[config.mk]
export PLATFORM = sky130hd
export DESIGN_NAME = adam_isqrt
export DESIGN_NICKNAME = d
export VERILOG_FILES = /design/src/rtl/adam_isqrt.sv
export SDC_FILE = /design/constraint.sdc
export NUM_CORES = 2
export LEC_CHECK = 0
export CORE_MARGIN = 5
export CORE_UTILIZATION = 35
export CTS_BUF_LIST = sky130_fd_sc_hd__clkbuf_8
export CTS_CLUSTER_SIZE = 12
export DETAILED_ROUTE_END_ITERATION = 8
export DONT_BUFFER_PORTS = 1
export PLACE_DENSITY = 0.6
export SKIP_CTS_REPAIR_TIMING = 1
export SYNTH_ARGS = -nofsm -noshare
export SYNTH_HDL_FRONTEND = slang
export SYNTH_MEMORY_MAX_BITS = 65536
export SYNTH_SLANG_ARGS = --single-unit
[constraint.sdc]
create_clock -name clk -period 3.8 [get_ports clk]
set_input_delay 0.19 -clock clk [delete_from_list [all_inputs] [get_ports clk]]
set_output_delay 0.19 -clock clk [all_outputs]
set_load 0.05 [all_outputs]
[src/rtl/adam_isqrt.sv]
// pipelined integer square root of a 64-bit value, one result bit per stage
`timescale 1ns / 1ps

module adam_isqrt (
  input  logic        clk,
  input  logic        en,
  input  logic [63:0] x_in,
  output logic [31:0] root
);

  localparam int STEPS = 32;

  logic [63:0] x_r     [STEPS+1];
  logic [63:0] r_r     [STEPS+1];
  logic [63:0] trial_c [STEPS];
  logic        take_c  [STEPS];

  always_comb begin
    for (int k = 0; k < STEPS; k++) begin
      trial_c[k] = r_r[k] + (64'd1 << (62 - 2 * k));
      take_c[k]  = x_r[k] >= trial_c[k];
    end
  end

  always_ff @(posedge clk) begin
    if (en) begin
      x_r[0] <= x_in;
      r_r[0] <= '0;
      for (int k = 0; k < STEPS; k++) begin
        x_r[k+1] <= take_c[k] ? x_r[k] - trial_c[k] : x_r[k];
        r_r[k+1] <= take_c[k] ? (r_r[k] >> 1) + (64'd1 << (62 - 2 * k)) : r_r[k] >> 1;
      end
    end
  end

  assign root = r_r[STEPS][31:0];

endmodule

==> reports/metrics.yaml <==
io_buffers: 0
cts.sinks: 2576
utilization_pct: 40.4
fin_crit_ps: 3700
startpoint: "r_r[0][1499]$_DFFE_PP_"
synth.most_common_cell: "edfxtp_1"
yosys-top-cells-area: "edfxtp_1, ha_1, xnor2_1"
slowest_delay_ps: 500
io_pins: 98
wl_per_cell_um: 20.2
ys_seq_area_share_pct: 62.6
ir_worst_vdd_mv: 0.316
drive_above_1_share_pct: 10.8
worstPathRequired_ps: 4570
end_kind: "flip-flop"
placed_area_mm2: 0.132
cp_slowest_cell: "edfxtp_1"
p_leak_nw: 53.7
met3_usage_pct: 2.15
skew_ps: 127
fp-row-count: 218
crit_path_start_kind: "flip-flop"
grt_use_total_pct: 16.4
dr.pass1.iters: 8
synth_warnings: 0
clkLatencyLatePin_ps: 1110
use_met2_pct: 30.1
fin_nets: 11200
drt_iter0_drc: 6419
dp_hpwl_um: 234000
r2r_slack_ps: 100
status: "complete, no violations"
slew_viol_final: 0
gp_congestion: 0.926
hold_class: "input pin to flip-flop"
reg2reg_depth: 12
synth_top_area_share_pct: 62.6
p_per_area_mw_per_mm2: 578
criticalPathCategory: "flip-flop to flip-flop"
vias: 80700
area_growth_pct: 15.2
start_util_pct: 35.1
synth_flop_cell: "edfxtp_1"
ant_nets: 0
die_h_um: 604
synth.distinct_cells: 97
numCtsBuffers: 420
die_x_um: 604
netlist_top_cells_count: "edfxtp_1, nor2_1, inv_1, a21oi_1, nand2_1"
rr_endpoint: "x_r[0][1598]$_DFFE_PP_"
grt_start_max_net_pins: 310
finalHoldViolCount: 0
finalSetupViolCount: 0
maxCapViolCount: 0
cts-htree-levels: 5
cts-root-buf: "clkbuf_8"
grt_overflow: 0
critical_path.endpoint: "x_r[0][1598]$_DFFE_PP_"
crit_chain: "inv_1 > ha_1 > a21oi_1 > o21ai_0 > a211oi_1 > nor3_1 > a221o_1 > o211ai_1 > nand3_1 > buf_4 > or3_1 > xnor2_1"
worstPathArrival_ps: 4470
avgSynthCellArea_um2: 12.5
r2r_start: "r_r[0][1499]$_DFFE_PP_"
fin_area_mm2: 0.142
grtUsageMet1_pct: 19.3
tightest_slew_ps: 1330
die_area_mm2: 0.365
multi_input_area_mm2: 0.0428
grt_pass1_vias: 80700
critical_path.max_fanout: 5
fin_crit_sh_pct: 97.4
synth_area_mm2: 0.124
fillers: 32600
maxSlewHeadroom_pct: 11.2
core_area_mm2: 0.352
grt_pass1_wl_um: 472000
syn_nets: 10500
wl_um: 316000
tritoncts: "built"
ys_async_sr_fraction_pct: 0
synth_cells: 9856
antenna_found_initial: 7
synth-seq-cells: 2576
drc: 0
fmax_ghz: 0.270
cts_buffer_depth: 4
grt_most_used_layer: "met2"
seqCellArea_mm2: 0.0774
drt-vias-per-instance: 5.15
synth_top_area_cell: "edfxtp_1"
clkTransAtPathRegs_ps: 60
synth_edf_count: 2576
kinds of logic after synthesis:
| kind of cell | Yosys count | share of synthesized area (%) |
|---|---|---|
| AND/OR/NAND/NOR | 2917 | 12.2 |
| XOR/XNOR | 878 | 6.22 |
| buffers and inverters | 946 | 3.01 |
| multiplexers | 88 | 0.796 |
| adder cells (fa/ha/maj) | 558 | 5.65 |
| flip-flops | 2576 | 62.6 |
| AO/OA/AOI/OAI | 1893 | 9.56 |
stage by stage:
stage	cells	power (W)	TNS [ps]	worst slack, ps	hold WS [ps]
final	15700	0.0823	0	98.6	76.1
after global routing	15700	0.0867	-19.9	-10.2	24.2
after CTS	15500	0.0827	-1729410	-2890	-982
after detailed placement	14800	0.0586	-3052650	-4080	289
after global placement	14800	0.0583	-2807880	-3810	289
after floorplan	9856	0.0510	0	520	289
per-layer routing:
layer | vias up | part of all wire [%]
met5 | - | 0
met4 | 0 | 4.4
met1 | 39300 | 40
met2 | 2190 | 52
li1 | 38500 | -
met3 | 688 | 4.2
how the worst min path moves through the flow:
stage,startpoint,to,cells past startpoint,slack [ps]
6_report,en,x_r[0][812]$_DFFE_PP_,5,80
5_1_grt,en,x_r[0][812]$_DFFE_PP_,5,20
4_1_cts,x_in[23],x_r[0][23]$_DFFE_PP_,0,-980
3_5_place_dp,x_in[25],x_r[0][25]$_DFFE_PP_,0,290
3_3_place_gp,x_in[55],x_r[0][55]$_DFFE_PP_,0,290
2_1_floorplan,x_in[0],x_r[0][0]$_DFFE_PP_,0,290
cell usage in the layout, fill, tap and decap left out, types with 173 or more instances in the layout:
| master | instances |
|---|---|
| nand3_1 | 173 |
| nor4_1 | 335 |
| edfxtp_1 | 2576 |
| nand2_1 | 568 |
| ha_1 | 556 |
| inv_1 | 801 |
| xor2_1 | 362 |
| nor3_1 | 262 |
| a21o_1 | 258 |
| o21ai_0 | 347 |
| clkbuf_8 | 422 |
| buf_4 | 383 |
| nand4_1 | 184 |
| xnor2_1 | 515 |
| nor2_1 | 721 |
| a21oi_1 | 688 |
state kept, by name, indices dropped and copies added (netlist names):
register	cells
x_r	2048
r_r	528
area by class of cell:
| class | count | area share [%] |
|---|---|---|
| well taps | 4730 | 4.16 |
| clock buffers | 422 | 4.08 |
| repair buffers | 571 | 3.82 |
| inverters | 705 | 1.86 |
| diodes | 3 | 0.00527 |
| clock inverters | 337 | 1.71 |
| multi-input cells | 6334 | 30.0 |
| flip-flops and latches | 2576 | 54.3 |
worst max-delay path, delay by kind of cell, from the launching register on:
family	cells	cell delay, ps
compound gates	5	1310
xor+xnor	1	460
fa+ha+maj	1	360
buf+inv	2	250
flops	1	500
simple gates	3	580
where the power goes:
group | switching [W] | internal (W) | total, W | leakage (nW)
Sequential | 0.00320 | 0.0360 | 0.0392 | 24.8
Combinational | 0.0111 | 0.00815 | 0.0192 | 24.3
Clock | 0.0112 | 0.0126 | 0.0238 | 4.54
Total | 0.0255 | 0.0568 | 0.0823 | 53.7
Note: power is estimated with default switching activity, not from simulation.
